<file path="config.mk">
export PLATFORM = sky130hd
export DESIGN_NAME = ais_hdlc_frame_encoder
export DESIGN_NICKNAME = d
export VERILOG_FILES = /design/src/rtl/aishdlc_pkg.sv /design/src/rtl/ais_hdlc_frame_encoder.sv
export VERILOG_INCLUDE_DIRS = /design/src /design/src/rtl
export SDC_FILE = /design/constraint.sdc
export NUM_CORES = 1
export LEC_CHECK = 0
export BUFFER_PORTS_ARGS = -buffer_cell sky130_fd_sc_hd__buf_2
export CAP_MARGIN = 20
export CORE_UTILIZATION = 45
export CTS_CLUSTER_SIZE = 14
export DETAILED_ROUTE_END_ITERATION = 10
export HOLD_SLACK_MARGIN = 0.08
export PLACE_DENSITY_LB_ADDON = 0.05
export SLEW_MARGIN = 20
export SYNTH_ARGS = -nofsm -noshare
export SYNTH_HDL_FRONTEND = slang
export SYNTH_SLANG_ARGS = --single-unit
</file>
<file path="constraint.sdc">
create_clock -name clk_i -period 2.2 [get_ports clk_i]
set_input_delay 0.22 -clock clk_i [delete_from_list [all_inputs] [get_ports clk_i]]
set_output_delay 0.22 -clock clk_i [all_outputs]
set_load 0.01 [all_outputs]
</file>
<file path="src/rtl/ais_hdlc_frame_encoder_assert.svh">
// assertion macros for the ais hdlc frame encoder
`ifndef AIS_HDLC_FRAME_ENCODER_ASSERT_SVH
`define AIS_HDLC_FRAME_ENCODER_ASSERT_SVH

`ifndef SYNTHESIS

// clocked check, held off while reset is asserted
`define AHE_ASSERT(lbl, clk, rstn, prop) \
  lbl: assert property (@(posedge clk) disable iff (!rstn) prop) \
    else $error("ais_hdlc_frame_encoder check failed");

// clocked check that also holds during reset
`define AHE_ASSERT_ALWAYS(lbl, clk, prop) \
  lbl: assert property (@(posedge clk) prop) \
    else $error("ais_hdlc_frame_encoder check failed");

`else

`define AHE_ASSERT(lbl, clk, rstn, prop)
`define AHE_ASSERT_ALWAYS(lbl, clk, prop)

`endif

`endif

</file>
<file path="src/rtl/aishdlc_pkg.sv">
package aishdlc_pkg;

  // frame constants
  localparam int unsigned PayloadBytesDef = 21;
  localparam logic [31:0] Preamble        = 32'hCCCC_CCFE;
  localparam logic [7:0]  EndFlag         = 8'hFE;
  localparam logic [15:0] CrcPoly         = 16'h8408;
  localparam logic [15:0] CrcInit         = 16'hFFFF;
  localparam int unsigned StuffRun        = 5;

  // phase lengths in source bits
  localparam int unsigned PreBits  = 32;
  localparam int unsigned DataBits = 8;
  localparam int unsigned CrcBits  = 16;
  localparam int unsigned FlagBits = 8;

  // sequencer states
  typedef enum logic [4:0] {
    ST_IDLE = 5'b00001,
    ST_PRE  = 5'b00010,
    ST_DATA = 5'b00100,
    ST_CRC  = 5'b01000,
    ST_FLAG = 5'b10000
  } state_e;

endpackage

</file>
<file path="src/rtl/ais_hdlc_frame_encoder.sv">
// ais hdlc frame encoder
// Input channel: payload_byte_i with in_valid_i / in_stall_o. A request is
// taken when in_valid_i is high and in_stall_o is low; in_stall_o stays high
// while a byte is being serialized.
// Output channel: one line bit per transfer on line_bit_o, with run_last_o on
// the last bit a byte causes and frame_end_o on the final end-flag bit.
// Throughput: one line bit per cycle while a byte is serialized and the receiver
// does not stall, from a single bit-serial unit (crc step, stuffing counter, nrzi
// level). A byte is taken while idle, then sent as its data bits and stuffed zeros;
// the first byte of a frame adds the preamble bits, the last adds the crc bits with
// their stuffed zeros and the end-flag bits. The first bit is held in the output register.
// Reset clears the frame: byte count 0, crc 0xFFFF, run count 0, level 0.
// When the receiver stalls, the output register holds its bit and the
// sequencer waits; no bit is lost or repeated.
module ais_hdlc_frame_encoder #(
  parameter int unsigned PAYLOAD_BYTES = aishdlc_pkg::PayloadBytesDef
) (
  input  logic       clk_i,
  input  logic       rst_ni,
  input  logic       in_valid_i,
  output logic       in_stall_o,
  input  logic [7:0] payload_byte_i,
  output logic       out_valid_o,
  input  logic       out_stall_i,
  output logic       line_bit_o,
  output logic       run_last_o,
  output logic       frame_end_o
);

`include "ais_hdlc_frame_encoder_assert.svh"

  localparam int unsigned BcW = $clog2(PAYLOAD_BYTES + 1);

  aishdlc_pkg::state_e state_q, state_d;
  logic [4:0]     cnt_q, cnt_d;
  logic [BcW-1:0] bc_q, bc_d;
  logic [15:0]    crc_q, crc_d;
  logic [2:0]     ones_q, ones_d;
  logic           lvl_q, lvl_d;
  logic           stuff_q, stuff_d;
  logic [7:0]     byte_q, byte_d;
  logic           ovalid_q, ovalid_d;
  logic           line_q, line_d;
  logic           last_q, last_d;
  logic           fend_q, fend_d;

  logic in_acc;
  logic advance;
  logic dbit;
  logic fb;

  // handshake
  assign in_stall_o = (state_q != aishdlc_pkg::ST_IDLE);
  assign in_acc     = in_valid_i && !in_stall_o;
  assign advance    = (state_q != aishdlc_pkg::ST_IDLE) && (!ovalid_q || !out_stall_i);

  // sequencer and bit-serial unit
  always_comb begin
    state_d  = state_q;
    cnt_d    = cnt_q;
    bc_d     = bc_q;
    crc_d    = crc_q;
    ones_d   = ones_q;
    lvl_d    = lvl_q;
    stuff_d  = stuff_q;
    byte_d   = byte_q;
    line_d   = line_q;
    last_d   = last_q;
    fend_d   = fend_q;
    ovalid_d = ovalid_q;
    dbit     = 1'b0;
    fb       = 1'b0;

    if (ovalid_q && !out_stall_i) begin
      ovalid_d = 1'b0;
    end

    if (in_acc) begin
      byte_d  = payload_byte_i;
      cnt_d   = '0;
      state_d = (bc_q == '0) ? aishdlc_pkg::ST_PRE : aishdlc_pkg::ST_DATA;
    end

    if (advance) begin
      ovalid_d = 1'b1;
      last_d   = 1'b0;
      fend_d   = 1'b0;
      unique case (state_q)
        aishdlc_pkg::ST_PRE: begin
          line_d = aishdlc_pkg::Preamble[~cnt_q];
          if (cnt_q == 5'(aishdlc_pkg::PreBits - 1)) begin
            cnt_d   = '0;
            state_d = aishdlc_pkg::ST_DATA;
          end else begin
            cnt_d = cnt_q + 5'd1;
          end
        end
        aishdlc_pkg::ST_DATA, aishdlc_pkg::ST_CRC: begin
          if (stuff_q) begin
            // inserted zero after a run of ones
            dbit    = 1'b0;
            stuff_d = 1'b0;
            ones_d  = '0;
          end else begin
            if (state_q == aishdlc_pkg::ST_DATA) begin
              dbit  = byte_q[cnt_q[2:0]];
              fb    = crc_q[0] ^ dbit;
              crc_d = (crc_q >> 1) ^ (fb ? aishdlc_pkg::CrcPoly : 16'h0000);
            end else begin
              dbit = ~crc_q[cnt_q[3:0]];
            end
            ones_d = dbit ? ones_q + 3'd1 : 3'd0;
            if (dbit && (ones_q == 3'(aishdlc_pkg::StuffRun - 1))) begin
              stuff_d = 1'b1;
              ones_d  = '0;
            end
            cnt_d = cnt_q + 5'd1;
          end
          // nrzi: zero toggles the level
          lvl_d  = lvl_q ^ ~dbit;
          line_d = lvl_d;
          // phase end once all bits and any pending stuff bit are out
          if (!stuff_d && (state_q == aishdlc_pkg::ST_DATA)
              && (cnt_d == 5'(aishdlc_pkg::DataBits))) begin
            cnt_d = '0;
            bc_d  = bc_q + BcW'(1);
            if (bc_q + BcW'(1) == BcW'(PAYLOAD_BYTES)) begin
              state_d = aishdlc_pkg::ST_CRC;
            end else begin
              state_d = aishdlc_pkg::ST_IDLE;
              last_d  = 1'b1;
            end
          end else if (!stuff_d && (state_q == aishdlc_pkg::ST_CRC)
                       && (cnt_d == 5'(aishdlc_pkg::CrcBits))) begin
            cnt_d   = '0;
            state_d = aishdlc_pkg::ST_FLAG;
          end
        end
        aishdlc_pkg::ST_FLAG: begin
          line_d = aishdlc_pkg::EndFlag[~cnt_q[2:0]];
          if (cnt_q == 5'(aishdlc_pkg::FlagBits - 1)) begin
            // frame done, back to reset values
            last_d  = 1'b1;
            fend_d  = 1'b1;
            state_d = aishdlc_pkg::ST_IDLE;
            cnt_d   = '0;
            bc_d    = '0;
            crc_d   = aishdlc_pkg::CrcInit;
            ones_d  = '0;
            lvl_d   = 1'b0;
          end else begin
            cnt_d = cnt_q + 5'd1;
          end
        end
        default: begin
          state_d = aishdlc_pkg::ST_IDLE;
        end
      endcase
    end
  end

  // control registers
  always_ff @(posedge clk_i or negedge rst_ni) begin
    if (!rst_ni) begin
      state_q  <= aishdlc_pkg::ST_IDLE;
      cnt_q    <= '0;
      bc_q     <= '0;
      crc_q    <= aishdlc_pkg::CrcInit;
      ones_q   <= '0;
      lvl_q    <= 1'b0;
      stuff_q  <= 1'b0;
      ovalid_q <= 1'b0;
    end else begin
      state_q  <= state_d;
      cnt_q    <= cnt_d;
      bc_q     <= bc_d;
      crc_q    <= crc_d;
      ones_q   <= ones_d;
      lvl_q    <= lvl_d;
      stuff_q  <= stuff_d;
      ovalid_q <= ovalid_d;
    end
  end

  // payload registers
  always_ff @(posedge clk_i) begin
    byte_q <= byte_d;
    line_q <= line_d;
    last_q <= last_d;
    fend_q <= fend_d;
  end

  assign out_valid_o = ovalid_q;
  assign line_bit_o  = line_q;
  assign run_last_o  = last_q;
  assign frame_end_o = fend_q;

  // checks
  `AHE_ASSERT(a_fend_is_last, clk_i, rst_ni, (out_valid_o && frame_end_o) |-> run_last_o)
  `AHE_ASSERT(a_stuff_in_coded, clk_i, rst_ni, stuff_q |-> (state_q == aishdlc_pkg::ST_DATA || state_q == aishdlc_pkg::ST_CRC))
  `AHE_ASSERT_ALWAYS(a_run_bound, clk_i, !rst_ni || (ones_q < 3'(aishdlc_pkg::StuffRun)))
  `AHE_ASSERT(a_frame_start, clk_i, rst_ni, (in_acc && bc_q == '0) |=> (state_q == aishdlc_pkg::ST_PRE))

endmodule

</file>
=== After elaboration in Yosys (flattened, before gate mapping) ===
Memories as Yosys holds them, arrays and structs flattened.
Cells that the tools add are included.

* Word-level logic and storage cells: 124
* Output and inout bits: 5
* Register bits after elaboration: 48
* Memories: 2
* ROM bits: 40

* Equal/unequal tests: 15
* Magnitude comparators: 4
* Multiplexer cells: 58
* Bitwise logic cells: 7
* Reductions and logical operators: 23
* Add/subtract/negate cells: 3

{| class="wikitable"
|+ Memory list
! name !! depth !! bits a word !! rd ports !! clocked after Yosys merged registers in !! write ports !! RTL line !! RTL
|-
| (name not given) || 32 || 1 || 1 || 0 || 0 || ais_hdlc_frame_encoder.sv:90 || <nowiki>line_d = aishdlc_pkg::Preamble[~cnt_q];</nowiki>
|-
| (name not given) || 8 || 1 || 1 || 0 || 0 || ais_hdlc_frame_encoder.sv:140 || <nowiki>line_d = aishdlc_pkg::EndFlag[~cnt_q[2:0]];</nowiki>
|}

{| class="wikitable"
|+ Operators with widths
! cell !! count
|-
| two-way mux 5 bit || 17
|-
| two-way mux 16 bit || 4
|-
| one-hot mux 16 bit (2 select lines) || 1
|-
| one-hot mux 5 bit (3 select lines) || 2
|-
| two-way mux 1 bit || 21
|-
| equality test 5 bit (second input constant) || 4
|-
| XOR 15 x 16 -> 16 bit || 1
|-
| two-way mux 3 bit || 5
|-
| adder 5 x 1 -> 5 bit (second input constant) || 2
|-
| equality test 5 x 3 -> 1 bit (second input constant) || 2
|-
| equality test 5 x 4 -> 1 bit (second input constant) || 2
|-
| one-hot mux 5 bit (2 select lines) || 1
|-
| logical AND 1 bit || 8
|-
| less-than comparator 3 x 4 -> 1 bit (second input constant) || 2
|-
| inequality test 2 bit (second input constant) || 4
|-
| less-than comparator 5 x 6 -> 1 bit (second input constant) || 1
|-
| one-hot mux 3 bit (2 select lines) || 1
|-
| equality test 5 x 2 -> 1 bit (second input constant) || 1
|-
| logical NOT 5 bit || 1
|-
| less-than comparator 4 x 5 -> 1 bit (second input constant) || 1
|-
| inequality test 5 x 1 -> 1 bit (second input constant) || 1
|-
| inverter 5 bit || 1
|-
| AND reduction 5 bit || 1
|-
| binary-select mux 1 bit (select 4 bit) || 1
|-
| other kinds (17) || 25
|}

=== Longest topological paths before layout ===
Gate-level depths: netlist (run 1).

* Depth in word-level cells: 19
* Mapped depth: 11
* Gate-level depth less buffers: 10

=== Worst setup path before layout (run 1) ===
Ideal clock, no wire load.

* Path kind: reg2reg
* Start point: reg cnt_q[3]
* End point: reg bc_q[2]
* Required time: 2.074 ns
* Arrival time: 2.275 ns
* Path buffers: 2
* Setup slack: -0.201 ns
* Cell stages (with the launch flop): 12
* Cells stage by stage: dfrtp_1 > clkbuf_1 > buf_2 > and3_1 > ha_1 > mux2_2 > o21ai_0 > nand2_1 > nor2_1 > and3_4 > o21ai_2 > a221o_1

* Longest elaborated chain between the ends: 17

{| class="wikitable"
|+ RTL lines
! item !! RTL line !! RTL
|-
| start, declared || ais_hdlc_frame_encoder.sv:35 || <nowiki>logic [4:0] cnt_q, cnt_d;</nowiki>
|-
| start signal, assigned || ais_hdlc_frame_encoder.sv:175 || <nowiki>cnt_q <= cnt_d;</nowiki>
|-
| binary-select mux 1 bit (select 4 bit) || ais_hdlc_frame_encoder.sv:110 || <nowiki>dbit = ~crc_q[cnt_q[3:0]];</nowiki>
|-
| two-way mux 1 bit (not written as such) || ais_hdlc_frame_encoder.sv:110 ||
|-
| inverter 1 bit || ais_hdlc_frame_encoder.sv:110 ||
|-
| two-way mux 1 bit || ais_hdlc_frame_encoder.sv:105 || <nowiki>if (state_q == aishdlc_pkg::ST_DATA) begin</nowiki>
|-
| two-way mux 1 bit || ais_hdlc_frame_encoder.sv:99 || <nowiki>if (stuff_q) begin</nowiki>
|-
| two-way mux 1 bit || ais_hdlc_frame_encoder.sv:88 || <nowiki>unique case (state_q)</nowiki>
|-
| two-way mux 1 bit || ais_hdlc_frame_encoder.sv:84 || <nowiki>if (advance) begin</nowiki>
|-
| logical AND 1 bit || ais_hdlc_frame_encoder.sv:113 || <nowiki>if (dbit && (ones_q == 3'(aishdlc_pkg::StuffRun - 1))) begin</nowiki>
|-
| two-way mux 1 bit || ais_hdlc_frame_encoder.sv:113 ||
|-
| two-way mux 1 bit || ais_hdlc_frame_encoder.sv:99 ||
|-
| two-way mux 1 bit || ais_hdlc_frame_encoder.sv:88 ||
|-
| two-way mux 1 bit || ais_hdlc_frame_encoder.sv:84 ||
|-
| logical NOT 1 bit || ais_hdlc_frame_encoder.sv:123 || <nowiki>if (!stuff_d && (state_q == aishdlc_pkg::ST_DATA)</nowiki>
|-
| logical AND 1 bit || ais_hdlc_frame_encoder.sv:123 ||
|-
| logical AND 1 bit || ais_hdlc_frame_encoder.sv:124 || <nowiki>&& (cnt_d == 5'(aishdlc_pkg::DataBits))) begin</nowiki>
|-
| inequality test 2 bit (no line) || n/a ||
|-
| AND reduction 4 bit (no line) * || n/a ||
|-
| end signal, assigned || ais_hdlc_frame_encoder.sv:167 || <nowiki>bc_q <= '0;</nowiki>
|-
| end signal, assigned || ais_hdlc_frame_encoder.sv:176 || <nowiki>bc_q <= bc_d;</nowiki>
|-
| end, declared || ais_hdlc_frame_encoder.sv:36 || <nowiki>logic [BcW-1:0] bc_q, bc_d;</nowiki>
|}

Every way passes the cells marked *; elsewhere a longest branch is shown, timed or not. The select of a mux whose other input is x is not followed.
A chain may end at the register's enable or synchronous reset.

=== Worst setup path after layout (run 1) ===
* Start point: reg cnt_q[0]
* End point: reg bc_q[3]

The elaborated chain is that of the path after synthesis.

==> results.toml, run 1 <==
[timing]
whs_ns = 0.156
period_needed_ns = 2.36
setup-tns-final_ns = -2.47
worst_clock_skew_ns = 0.0103
fin_ws_ns = -0.164
fmax_mhz = 423
worst_slew_pin_slew_ns = 0.877
rsz0062_at_grt = "yes"
finalHoldViolCount = 0
setup_viol = 29
final-max-slew-violation-count = 0
fin_crit_sh_pct = 107
max_slew_margin_pct = 41.5

[setup_path]
worstRegToRegCells = 10
endpoint_kind = "register"
r2r_slack_ns = -0.16
rr_endpoint = "bc_q[3]"
critical_path_class = "register to register"
startpoint = "cnt_q[0]"
crit_fanout = 6
crit_end = "bc_q[3]"
cp-start-kind = "register"
cp.arrival_ns = 2.56
r2r_start = "cnt_q[0]"
crit_required_ns = 2.40

[place]
post-dp-hpwl_um = 4940
placed_cell_area_mm2 = 0.00328
pre_cts_ws_ns = -0.275
port_buffers = 16
dp.cells = 403
globalplace.congestion = 0.977

[finish]
stdcell_area_mm2 = 0.00393
antennaDiodeCount = 0
fin_nets = 378
instances_no_fill = 434
multi_input_area_mm2 = 0.00168
n_fill_cell = 451
regArea_mm2 = 0.00128
final_util_pct = 66.4
area_growth_pct = 42.0
drive_gt1_share_pct = 46.8

[clock_tree]
clock_sinks = 48
clock_latency_ns = 0.31
cts_tree = "done"
ctsHtreeMaxLevel = 2
cts-root-buf = "clkbuf_8"
cts.path.max_buffers = 2
clk_pin_slew_worst_paths_ns = 0.10
cts_inserted_buffers = 5

[floorplanning]
core-area_mm2 = 0.00592
io-pin-count = 17
placementRows = 28
die_area_mm2 = 0.00647
initial_core_util_pct = 46.8
die_w_um = 80.4
die_y_um = 80.4

[global_route]
grtUsageTotal_pct = 25.3
grt_max_degree = 38
grt_util_met2_pct = 38.9
antenna_found_initial = 0
grt_pass1_vias = 2398
grt.met1_usage_pct = 36.7
grtUsageMet3_pct = 3.98
gr-total-overflow = 0
grt_pass1_wl_um = 12000
top_usage_layer = "met2"

[yosys]
yosysWarnings = 0
synth_edf_count = 11
synth_ff_type = "dfrtp_1"
synthesis.area_mm2 = 0.00277
ys_seq_elements = 48
synth.distinct_cells = 57
yosysMostFrequentCell = "nand2_1"
syn_avg_cell_area_um2 = 9.92
synth_area_leaders = "dfrtp_1, dfstp_2, edfxtp_1"
yosysTopAreaCell = "dfrtp_1"
async_flop_share_pct = 77.1
syn_nets = 299
ys_seq_area_share_pct = 46.1
netlist_instances = 279
synth_top_area_share_pct = 18.1
synth_common_cells = "nand2_1, nor2_1, dfrtp_1, dfstp_2, o21ai_0"

[route]
antenna_left = 0
via_per_inst = 5.64
vias = 2449
drt-initial-drc-count = 224
wl_um = 7440
dr.pass1.iters = 4
wl_per_cell_um = 17.1
drc = 0

[power_and_ir_drop]
p_per_area_mw_per_mm2 = 977
totalPowerFinal_mw = 3.84
leakage_nw = 1.61
max-vdd-ir-drop_uv = 593

[hold_path]
min_path_type = "primary input to register"

[run_status]
violations = "negative setup slack"
status = "finished with violations"

[run]
cap_violations = 0
## cell type report
type | count | share of cell area, %
Multi-Input combinational cell | 210 | 42.8
Sequential cell | 48 | 32.5
Timing Repair Buffer | 84 | 17.9
Tap cell | 75 | 2.39
Clock buffer | 5 | 1.75
Clock inverter | 3 | 1.75
Inverter | 9 | 0.859
## sequential cells by signal, indices dropped and copies added, names as in the netlist
| signal | flops |
|---|---|
| line_bit_o | 1 |
| bc_q | 5 |
| crc_q | 16 |
| lvl_q | 1 |
| run_last_o | 1 |
| cnt_q | 5 |
| byte_q | 8 |
| frame_end_o | 1 |
| stuff_q | 1 |
| state_q | 5 |
| ones_q | 3 |
| out_valid_o | 1 |
## critical path, stage by stage, from the launching register on
cell and delay (ns):
dfrtp_2 0.47, ha_2 0.20, and3_4 0.18, ha_4 0.23, mux2_4 0.27, o21ai_2 0.08, nand2_1 0.09, nor2_2 0.13
and3_4 0.22, o21ai_4 0.07, a221o_1 0.31
## how the worst min path moves through the flow
stage / endpoint / slack [ns] / from / depth (start not counted)
final: state_q[4] / 0.16 / out_stall_i / 3
after global routing: state_q[4] / 0.19 / out_stall_i / 3
after CTS: state_q[4] / 0.15 / out_stall_i / 3
after detailed placement: state_q[4] / 0.40 / rst_ni / 1
after global placement: state_q[4] / 0.40 / rst_ni / 1
after floorplan: bc_q[0] / -0.08 / rst_ni / 0
## power breakdown
part           total, mW  switching (mW)  internal, mW
Clock              0.781           0.324         0.458
Combinational       1.64           0.854         0.790
Sequential          1.42           0.208          1.21
## cell usage in the layout (no fill, tap or decap), types with 6 or more instances in the layout
master | Yosys | layout
dfrtp_1 | 20 | 19
o21ai_2 | 1 | 14
o21ai_0 | 17 | 8
nand3_1 | 6 | 6
inv_1 | 9 | 9
nand2_4 | 0 | 8
nor2_1 | 28 | 26
edfxtp_1 | 11 | 11
buf_2 | 8 | 16
a21oi_1 | 14 | 8
nor3_1 | 9 | 9
dfstp_2 | 17 | 17
nand2_1 | 33 | 21
buf_4 | 1 | 50
ha_1 | 8 | 6
dlygate4sd3_1 | 0 | 9
## per-layer routing
| metal | vias to the layer above | share of wire, % |
|---|---|---|
| li1 | 1177 | - |
| met1 | 1194 | 46 |
| met2 | 66 | 48 |
| met3 | 12 | 4.7 |
| met4 | 0 | 1.9 |
| met5 | - | 0 |
## timing repair
action / CTS / global route
gates cloned: 2 / 1
hold endpoints to repair: 28 / 0
resized for setup: 33 / 47
setup buffers: 11 / 1
setup endpoints to repair: 31 / 34
pin swaps: 5 / 27
hold buffers: 9 / 0
## cells by family (layout without fill, tap and decap cells)
family | count (synthesis) | after routing | synth area share (%)
flip-flops | 48 | 48 | 46.1
buffers and inverters | 21 | 101 | 3.34
AND/OR/NAND/NOR | 113 | 113 | 21.5
adder cells (fa/ha/maj) | 8 | 8 | 3.62
AO/OA/AOI/OAI | 71 | 71 | 16.9
multiplexers | 13 | 13 | 7.00
XOR/XNOR | 5 | 5 | 1.58
No activity file was read; power rests on OpenSTA's default activity.
==> run 2: changes to the inputs <==
CORE_UTILIZATION = 55   (was 45)
==> run 2 against run 1 <==
Compared with the run above: the flow still finishes with violations (negative setup slack); global-route usage is 4.4 points higher; via count is 8.9% higher; hold slack worse by 0.0042 ns; sequential cell count stayed put; clock skew is 0.0048 ns lower; register-to-register slack worse by 0.11 ns; critical path type unchanged; critical endpoint is now cnt_q[3]; largest cell class unchanged.
==> results.toml, run 2 (same netlist as run 1, synthesis figures left out) <==
[run_status]
status = "finished with violations"
violations = "negative setup slack"

[finish]
regArea_mm2 = 0.00128
instances_no_fill = 434
top_register = "crc_q"
fin_nets = 386
multi_input_area_mm2 = 0.00172
largestRegisters = "crc_q x16, byte_q x8"
drive_gt1_share_pct = 48.8
area_growth_pct = 43.7
n_fill_cell = 272
antennaDiodeCount = 0
mostFrequentLayoutCells = "buf_4, nor2_1, nand2_1"
largest_register_ffs = 16
final_common_cell = "buf_4"

[setup_path]
endpoint_kind = "register"
cp.arrival_ns = 2.68
crit_required_ns = 2.40
crit_fanout = 5
slowest_stage = "dfrtp_2"
cp-start-kind = "register"
cp.depth = 10
cp_slowest_stage_delay_ns = 0.48
worstRegToRegCells = 10
crit_chain = "ha_4 -> and3_4 -> ha_4 -> mux2_4 -> o21ai_4 -> nor4_4 -> buf_4 -> o211ai_1 -> nand2_1 -> o211ai_1"
critical_path_class = "register to register"
cp_num_buf_inv = 1
crit_family = "compound AO/OA/AOI/OAI gates"

[route]
antenna_left = 0
wl_per_cell_um = 19.8
dr.pass1.iters = 5
drt-initial-drc-count = 306
via_per_inst = 6.15
vias = 2667
wl_um = 8610
drc = 0

[global_route]
gr-total-overflow = 0
grt_max_degree = 38
grtUsageTotal_pct = 29.7
grt_pass1_vias = 2353
grt_pass1_wl_um = 11600
antenna_found_initial = 0

[clock_tree]
cts_tree = "done"
cts.path.max_buffers = 2
cts_inserted_buffers = 5
cts-root-buf = "clkbuf_8"
clock_latency_ns = 0.31
ctsHtreeMaxLevel = 2
clk_pin_slew_worst_paths_ns = 0.09
clock_sinks = 48

[timing]
period_needed_ns = 2.47
worst_clock_skew_ns = 0.00545
fmax_mhz = 405
setup-tns-final_ns = -2.98
setup_viol = 28
fin_ws_ns = -0.271
rsz0062_at_grt = "yes"
max_slew_margin_pct = 44.9
worst_slew_pin_slew_ns = 0.826
fin_crit_sh_pct = 112
final-max-slew-violation-count = 0
finalHoldViolCount = 0

[floorplanning]
placementRows = 25
die_y_um = 73.0
die_area_mm2 = 0.00532
die_w_um = 73.0
io-pin-count = 17
core-area_mm2 = 0.00479
initial_core_util_pct = 57.9

[run]
cap_violations = 0

[place]
port_buffers = 16
post-dp-hpwl_um = 4980
dp.cells = 403
globalplace.congestion = 0.932

[hold_path]
min_path_type = "primary input to register"
holdPathStages = 3

[power_and_ir_drop]
max-vdd-ir-drop_uv = 581
leakage_nw = 1.63
p_per_area_mw_per_mm2 = 949
run 2: changes by cell type in the layout (fill, tap and decap cells not counted), moves of 2 or more:
cell	change
buf_6	+4
o21ai_4	+4
buf_4	+4
nor4b_1	+2
nand2_2	+3
o21ai_2	-4
a21oi_2	-2
a21oi_1	+2
nor4b_2	-2
bufinv_16	-2
nand2_4	-2
run 2: metal layers:
layer | GRT usage [%] | wire length, um | vias to the layer above
met4 | 7.84 | 254 | 0
met1 | 39.7 | 3480 | 1315
met3 | 6.49 | 636 | 26
li1 | - | - | 1192
met5 | 0 | 0 | -
met2 | 48.9 | 4230 | 134
run 2: cell type report:
class,count,area share (%)
Clock buffer,7,2.17
Inverter,9,0.849
Multi-Input combinational cell,210,43.1
Timing Repair Buffer,92,19.4
Tap cell,67,2.11
Clock inverter,1,0.220
Sequential cell,48,32.2
run 2: worst paths after layout:
path,startpoint,endpoint,slack [ns]
min,out_stall_i,state_q[4],0.15
max,cnt_q[0],cnt_q[3],-0.27
min in group asynchronous,rst_ni,state_q[4],0.54
max in group asynchronous,rst_ni,cnt_q[0],1.09
min reg2reg,crc_q[5],crc_q[5],0.49
max reg2reg,cnt_q[0],cnt_q[3],-0.27
run 2: power breakdown:
group | leakage, nW | internal (mW) | total [mW] | switching [mW]
clock network | 0.0484 | 0.258 | 0.566 | 0.308
registers | 0.540 | 1.21 | 1.42 | 0.213
logic | 1.04 | 0.845 | 1.79 | 0.943
total | 1.63 | 2.31 | 3.78 | 1.46
run 2: worst register-to-register path, delay by kind of cell, from the launching register on:
family / cells / cell delay (ns)
AOI/OAI and AO/OA: 3 / 0.66
adders and majority gates: 2 / 0.41
buffers and inverters: 1 / 0.14
DFF: 1 / 0.48
muxes: 1 / 0.28
and+or+nand+nor: 3 / 0.39
run 2: timing repair:
item,4_1_cts,5_1_grt
endpoints found under the setup margin,35,35
hold buffers,9,0
pin swaps,9,32
cloned,0,3
hold endpoints to repair,28,0
setup buffers,2,9
gates resized for setup,18,70
run 2: through the flow:
stage | hold slack (ns) | worst slack (ns) | cell area [um^2] | utilization, % | power [mW]
after global routing | 0.169 | -0.298 | 3980 | 83.1 | 3.95
after detailed placement | 0.371 | -0.243 | 3320 | 69.4 | 2.72
after global placement | 0.364 | -0.180 | 3320 | 69.4 | 2.69
after CTS | 0.156 | -0.162 | 3580 | 74.8 | 3.35
final | 0.152 | -0.271 | 3980 | 83.1 | 3.78
after floorplan | -0.0756 | -0.0510 | 2820 | - | 2.13
==> run 3: changes to the inputs <==
GPL_ROUTABILITY_DRIVEN = 0   (was unset)
RECOVER_POWER = 100   (was unset)
==> run 3 against run 2 <==
Compared with the run above: the flow still finishes with violations (negative setup slack); final cell count fell by 2.5%; routed wire length fell by 7.3%; setup slack improved by 0.042 ns; clock-buffer cell count fell by 2; hold slack got worse by 0.073 ns; total power fell by 1.5%; via count fell by 3.5%; design area fell by 4.0%; sequential power barely moved; utilization fell by 3.3 points.
==> results.toml, run 3 (same netlist as run 1, synthesis figures left out) <==
[floorplanning]
io-pin-count = 17
die_area_mm2 = 0.00532
die_w_um = 73.0
placementRows = 25
core-area_mm2 = 0.00479
die_y_um = 73.0
initial_core_util_pct = 57.9

[hold_path]
min_path_type = "primary input to register"
holdCritStartpoint = "payload_byte_i[0]"
holdPathStages = 1
min_to = "byte_q[0]"

[setup_path]
cp.arrival_ns = 2.67
crit_required_ns = 2.44
cp-start-kind = "register"
cp_num_buf_inv = 2
r2r_start = "cnt_q[0]"
worstRegToRegCells = 9
slowest_stage = "dfrtp_2"
crit_fanout = 7
crit_family = "simple AND/OR/NAND/NOR gates"
critical_path_class = "register to register"
endpoint_kind = "register"
r2r_slack_ns = -0.23
cp_slowest_stage_delay_ns = 0.50
crit_chain = "buf_6 -> mux2i_4 -> nor4b_4 -> nor4_2 -> a41oi_2 -> buf_4 -> and3_4 -> or3_1 -> a31oi_1"
rr_endpoint = "cnt_q[4]"

[timing]
fmax_mhz = 412
rsz0062_at_grt = "yes"
max_slew_margin_pct = 37.0
fin_ws_ns = -0.229
setup_viol = 29
final-max-slew-violation-count = 0
finalHoldViolCount = 0
worst_clock_skew_ns = 0.00877
fin_crit_sh_pct = 110
worst_slew_pin_slew_ns = 0.945
setup-tns-final_ns = -2.95
period_needed_ns = 2.43
whs_ns = 0.0789

[power_and_ir_drop]
clkPwrFrac_pct = 17.9
p_int_mw = 2.32
leakage_nw = 1.55
swShare_pct = 37.5
p_per_area_mw_per_mm2 = 973
pwr-share-seq_pct = 38.3
pwr-share-comb_pct = 43.7
switchingPower_mw = 1.39
max-vdd-ir-drop_uv = 822

[run_status]
status = "finished with violations"
violations = "negative setup slack"

[route]
wl_um = 7980
dr.pass1.iters = 6
vias = 2573
antenna_left = 0
wl_per_cell_um = 18.9
drc = 0
via_per_inst = 6.08
drt-initial-drc-count = 259

[finish]
drive_gt1_share_pct = 42.4
largestRegisters = "crc_q x16, byte_q x8"
top_register = "crc_q"
antennaDiodeCount = 0
mostFrequentLayoutCells = "buf_4, nor2_1, nand2_1"
area_growth_pct = 38.0
fin_nets = 375
largest_register_ffs = 16
final_common_cell = "buf_4"
multi_input_area_mm2 = 0.00166
n_fill_cell = 286
regArea_mm2 = 0.00128

[global_route]
antenna_found_initial = 0
grt_pass1_wl_um = 11100
grt_pass1_vias = 2244
gr-total-overflow = 0
grt_max_degree = 38
grtUsageTotal_pct = 28.1

[clock_tree]
clock_latency_ns = 0.31
cts_tree = "done"
cts-root-buf = "clkbuf_8"
clock_sinks = 48
ctsHtreeMaxLevel = 2
cts_inserted_buffers = 5
cts.path.max_buffers = 2
clk_pin_slew_worst_paths_ns = 0.10

[place]
pre_cts_ws_ns = -0.282
port_buffers = 16
post-dp-hpwl_um = 4930

[run]
cap_violations = 0
==> run 3: layout make-up <==
| class | instances | area share (%) |
|---|---|---|
| multi-input cells | 211 | 43.3 |
| flip-flops and latches | 48 | 33.5 |
| repair buffers | 80 | 17.1 |
| well taps | 67 | 2.19 |
| clock buffers | 5 | 1.80 |
| clock inverters | 3 | 1.21 |
| inverters | 9 | 0.884 |
==> run 3: stage by stage <==
stage	util (%)	power (mW)	cell area (um^2)	instances
6_report	79.8	3.72	3820	423
5_1_grt	79.8	3.88	3820	423
4_1_cts	73.6	3.43	3520	410
3_5_place_dp	68.7	2.69	3290	397
3_3_place_gp	68.7	2.65	3290	397
2_1_floorplan	-	2.13	2820	279
==> run 3: power by group through the flow <==
| stage | clock network [mW] | logic [mW] | registers (mW) |
|---|---|---|---|
| detailed placement | 0 | 1.30 | 1.40 |
| global route | 0.697 | 1.74 | 1.45 |
| CTS | 0.659 | 1.38 | 1.39 |
| floorplan | 0 | 0.772 | 1.36 |
| global placement | 0 | 1.27 | 1.38 |
| finish | 0.666 | 1.63 | 1.43 |
==> run 3: what timing repair did <==
action / CTS / global route
endpoints found under the hold margin: 20 / 5
gates resized for setup: 16 / 49
pin swaps: 9 / 28
hold buffers: 1 / 5
gates cloned: 0 / 5
endpoints found under the setup margin: 29 / 38
buffers inserted: 4 / 3
==> run 3: worst max path at each step <==
| stage | slack, ns | start | end | cells after the start |
|---|---|---|---|---|
| 3_5_place_dp | -0.28 | cnt_q[0] | bc_q[2] | 8 |
| 2_1_floorplan | -0.05 | cnt_q[3] | bc_q[2] | 11 |
| 4_1_cts | -0.15 | cnt_q[0] | bc_q[2] | 7 |
| 5_1_grt | -0.30 | cnt_q[0] | cnt_q[4] | 9 |
| 6_report | -0.23 | cnt_q[0] | cnt_q[4] | 9 |
| 3_3_place_gp | -0.17 | cnt_q[0] | bc_q[3] | 10 |
==> run 3: per-layer routing <==
layer / global-route usage (%) / vias to the layer above / share of wire (%)
met5: 0 / - / 0
met4: 8.71 / 0 / 2.3
met3: 4.42 / 27 / 6.1
met2: 41.7 / 136 / 47
met1: 42.2 / 1228 / 45
li1: - / 1182 / -
